File: src/rtl/core/snd_pkg.sv
// ----------------------------------------------------------------------------
// snd_pkg
// Shared types and codes of the spike neighbor deduplication block.
// ----------------------------------------------------------------------------
package snd_pkg;

   typedef enum logic [1:0] {
      KIND_LOAD   = 2'd0,
      KIND_APPEND = 2'd1,
      KIND_FILTER = 2'd2
   } kind_type;

   typedef enum logic [1:0] {
      STATUS_OK     = 2'd0,
      STATUS_FULL   = 2'd1,
      STATUS_FILTER = 2'd2
   } status_type;

   typedef enum logic [2:0] {
      S_IDLE,
      S_LOAD,
      S_WALK1,
      S_WALK2,
      S_DONE
   } state_type;

   localparam logic [7:0] CSR_NOISE_WINDOW  = 8'd0;
   localparam logic [7:0] CSR_KEEP_FRACTION = 8'd1;

   localparam int SLOT_W = 7;   // valid bit plus 6-bit channel

   typedef struct packed {
      logic [5:0]         channel;
      logic [31:0]        frame;
      logic signed [15:0] amplitude;
   } spike_type;

endpackage

File: src/rtl/core/snd_spike_ram.sv
// ----------------------------------------------------------------------------
// snd_spike_ram
// Pending spike buffer: one write port, one read port, registered read data.
// ----------------------------------------------------------------------------
module snd_spike_ram #(
   parameter int DEPTH = 64
) (
   input  logic                       clock,
   input  logic                       wr_en,
   input  logic [$clog2(DEPTH)-1:0]   wr_addr,
   input  snd_pkg::spike_type         wr_data,
   input  logic                       rd_en,
   input  logic [$clog2(DEPTH)-1:0]   rd_addr,
   output snd_pkg::spike_type         rd_data
);
   import snd_pkg::*;

   spike_type mem [DEPTH];
   spike_type rd_data_ff;

   always_ff @(posedge clock) begin
      if (wr_en) begin
         mem[wr_addr] <= wr_data;
      end
      if (rd_en) begin
         rd_data_ff <= mem[rd_addr];
      end
   end

   assign rd_data = rd_data_ff;

endmodule

File: config.mk
export PLATFORM = sky130hd
export DESIGN_NAME = snd_spike_ram
export DESIGN_NICKNAME = d
export VERILOG_FILES = /design/src/rtl/core/snd_pkg.sv /design/src/rtl/core/snd_spike_ram.sv
export SDC_FILE = /design/constraint.sdc
export NUM_CORES = 2
export LEC_CHECK = 0
export ABC_CLOCK_PERIOD_IN_PS = 6550
export BUFFER_PORTS_ARGS = -buffer_cell sky130_fd_sc_hd__clkbuf_2
export CORE_UTILIZATION = 50
export CTS_CLUSTER_SIZE = 28
export DETAILED_ROUTE_END_ITERATION = 8
export HOLD_SLACK_MARGIN = 0.02
export PLACE_DENSITY_LB_ADDON = 0.1
export SETUP_SLACK_MARGIN = 0.05
export SYNTH_ARGS = -nofsm -noshare
export SYNTH_HDL_FRONTEND = slang
export SYNTH_SLANG_ARGS = --single-unit
File: constraint.sdc
create_clock -name clock -period 6.55 [get_ports clock]
set_clock_uncertainty 0.1 [all_clocks]
set_input_delay 0.3275 -clock clock [delete_from_list [all_inputs] [get_ports clock]]
set_output_delay 0.3275 -clock clock [all_outputs]
set_load 0.03 [all_outputs]
# Yosys cells after proc, flatten, opt, wreduce, memory -nomap -nowiden
# Memories as Yosys holds them, arrays and structs flattened. A register that Yosys moved wholly into a read port is not among the register bits.
# Index checks and enable logic that the tools add are counted.
dict set report classes {
  n_mux 2
}
# op n
set op_table {}
lappend op_table {{2-to-1 mux 1 bit} 2}
dict set report totals {
  elab_cells 3
  n_memories 1
  ff_bits 0
  out_inout_bits 54
  input_bits 69
  mem_bits_rw 3456
}
# name depth width rd rd_ports_with_merged_regs wr line
set mem_list {}
lappend mem_list {mem 64 54 1 1 1 snd_spike_ram.sv:18} ;# spike_type mem [DEPTH];

# Depth between registers and ports, before layout
dict set report depth {
  depth_word 2
  ltp_mapped 10
  ltp_nobuf 5
}

# Worst setup path before layout
# OpenSTA, ideal clock, no wires.
dict set report synth_path {
  kind {input-to-reg}
  start {in wr_addr[3]}
  end {mem mem[48][0] in the netlist's numbering, enable pin}
  n_path_buf 1
  required_ns 5.918
  setup_ns 0.532
  setup_slack_ns 1.416
  cell_stages 4
  arrival_ns 4.502
  path_cell_list {clkbuf_1 > nor2b_1 > nand4b_1 > nor3_1}
}
# element line
set synth_lines {}
lappend synth_lines {{start: declaration} snd_spike_ram.sv:10} ;# input logic [$clog2(DEPTH)-1:0] wr_addr,
lappend synth_lines {{end: declaration} snd_spike_ram.sv:18}
# Straight into the memory's write port.

# Worst setup path after layout
dict set report layout_path {
  start {in wr_addr[1]}
  end {mem mem[3][32] in the netlist's numbering, enable pin}
}
# Straight into the memory's write port.

==> results by group <==
Run status
  • Status: completed

Yosys
  • FF+latch count, synth: 3510
  • Post-synthesis sequential area ratio: 79.4%
  • Post-Syn Nets: 5563
  • EDFF count, synth: 3510
  • Synth warnings: 0
  • Most used flip-flop cell after synthesis: edfxtp_1
  • Gate Count Post-Synth: 5494
  • Mapped Area: 0.133 sq mm
  • Synth unique cells: 35
  • Syn_area_per_cell: 24.2 sq um
  • Async S/R FF share, synth: 0%

Worst setup path
  • Critical Path Start Type: input port
  • Crit path DAT: 3860 ps
  • Crit-path max FO: 21
  • Crit. End Element: flop
  • Reg2Reg Depth: 4
  • Critical path class: input port to flop
  • Worst EP required: 6970 ps

Detailed routing
  • Vias per cell: 6.66
  • Wire per inst: 39.2 um
  • Drt pass-1 iters: 6
  • Via count: 64400
  • WL final: 379000 um
  • Drc violations: 0
  • Iter 0 DRT Violations: 9512
  • ANT nets after route: 0

STA
  • Max-slew headroom at the worst pin: 7.68%
  • Min Tclk post-route: 3440 ps
  • Slew Viols, Final: 0
  • RSZ-0062 raised after global routing: no
  • Final hold vios: 0
  • Final Cycle Share: 52.5%
  • TNS Setup: 0 ps
  • Final setup viols: 0
  • F_max: 291 MHz
  • Measured slew at the worst slew-check pin: 1380 ps
  • Fin Hold WS: 191 ps

Global route
  • First-pass GRT wire length: 520000 um
  • Largest net degree at the start of global routing: 115
  • GRT overflow: 0
  • Vias in the first global route: 63500
  • Initial antenna violation count: 24
  • Total GRT Usage: 28.6%

CTS
  • Post_cts resized: 0
  • CTS tree: yes
  • Clock sink total: 3510
  • Clk slew on worst S/H paths: 60 ps
  • CTS buffer count: 362
  • Clock tree buffer depth: 4
  • Root buf cell: clkbuf_16
  • Setup bufs post-CTS: 0
  • H-Tree Depth: 5
  • Worst skew pair latency: 920 ps
  • Hold Buf Count CTS: 10

Pwr
  • PD cells: 316 mW/mm^2
  • VDD IR max: 0.227 mV
  • Leakage: 46.3 nW

Die
  • Starting Density: 50.4%
  • Core Box Area: 0.263 sq mm
  • Row cnt: 188
  • Die H: 517 um
  • Die Wd: 517 um
  • Number of I/O pins: 123
  • Die Area: 0.267 sq mm

Final layout
  • Area growth from synthesis to layout: 13.1%
  • Final net count: 5929
  • Fraction of layout cells with a size suffix above 1: 30.3%

Worst hold path
  • Hold Path Cell Cnt: 4
  • Hold Crit Class: input port to flop

Placed design
  • GPL Wtd Cong: 0.775
  • Dpl hpwl: 194000 um
  • IO buf count: 122

Flow run
  • Max-cap violations: 0
## placed cells by master (no fill, tap or decap), types with 4 or more instances in the layout
cell type	synthesis	layout
nand2_1	56	54
nand3b_1	5	5
nand2b_1	9	5
buf_4	30	140
clkinv_8	0	5
nor3_1	11	9
mux4_2	936	936
dlygate4sd3_1	0	10
buf_12	0	40
o221ai_1	53	53
a21oi_1	70	70
mux2_2	52	52
clkinv_1	0	94
clkinv_2	0	56
nor2_1	166	104
clkbuf_2	1	116
a31oi_1	22	22
o22ai_1	169	169
diode_2	0	6
nor2b_1	9	8
clkbuf_1	113	66
bufinv_16	0	34
or3b_2	4	4
nand3_1	5	5
o21ai_0	34	34
inv_6	0	5
o221a_2	8	8
edfxtp_1	3510	3510
clkbuf_16	0	370
mux2i_1	49	49
clkinvlp_4	0	9
nor2_4	0	62
## layout make-up
type	instances	area, sq um
antenna	6	15.0
fill	19000	113000
multi-input combinational	1676	26200
clock buffer	436	9510
inverter	1	6.26
tap	3515	4400
clock inverter	209	1950
sequential	3510	105000
timing repair buffer	309	2580
## logic make-up after synthesis
kind of cell | after synthesis | share of synthesized area [%]
AOI/OAI and AO/OA | 362 | 1.74
buffers and inverters | 308 | 1.23
DFF | 3510 | 79.4
muxes | 1037 | 16.7
and+or+nand+nor | 277 | 0.888
## worst max-delay path: stages
cell	delay [ps]
dlygate4sd3_1	520
clkbuf_2	280
nor2b_1	240
nand3_1	600
nor2_4	1190
buf_4	660
## sequential cells by signal (all words and copies together) (netlist names)
register / cells
rd_data: 54
mem: 3456
## cells in the mapped netlist, types with 5 or more instances
cell	instances	area (sq um)
nand2_1	56	210
o221ai_1	53	464
o221a_2	8	90.1
clkbuf_1	113	424
buf_2	78	390
nor3_1	11	55.1
a21oi_1	70	350
buf_1	49	184
a31oi_1	22	138
buf_6	36	405
nor2_1	166	623
nor2b_1	9	56.3
buf_4	30	225
nand3b_1	5	37.5
mux4_2	936	21100
mux2_2	52	586
nand3_1	5	25.0
nand2b_1	9	56.3
o21ai_0	34	170
edfxtp_1	3510	105000
mux2i_1	49	490
o22ai_1	169	1060
## worst paths after layout
path	slack, ps	start	end
setup / recovery	3110	wr_addr[1]	mem[3][32]
hold / removal	190	rd_addr[3]	rd_data[50]
setup reg to reg	4270	mem[59][53]	rd_data[53]
hold reg to reg	840	mem[19][20]	rd_data[20]
## report_power, final
| group | internal [mW] | total [mW] | leakage [nW] | switching, mW |
|---|---|---|---|---|
| clock network | 11.7 | 20.2 | 5.59 | 8.50 |
| registers | 24.9 | 25.0 | 31.6 | 0.0798 |
| logic | 0.795 | 2.19 | 9.09 | 1.40 |
| total | 37.4 | 47.4 | 46.3 | 9.97 |
## metrics by stage
stage	std cells	setup slack, ps	instance area [sq um]	util [%]	power, mW
final	9662	3110	150000	57.0	47.4
after global routing	9658	3100	150000	57.0	48.6
after CTS	9656	3190	150000	57.0	47.6
after detailed placement	9001	2560	138000	52.6	27.7
after global placement	9001	2560	138000	52.6	27.7
after floorplan	5494	1420	133000	-	26.7
## metal layers
layer / up-vias / wire, um / GRT usage [%]
li1: 24600 / - / -
met1: 35800 / 156000 / 42.8
met2: 3436 / 179000 / 44.4
met3: 512 / 35200 / 4.96
met4: 8 / 8660 / 6.64
met5: - / 37 / 0
Power figures use the tool's default switching activity.
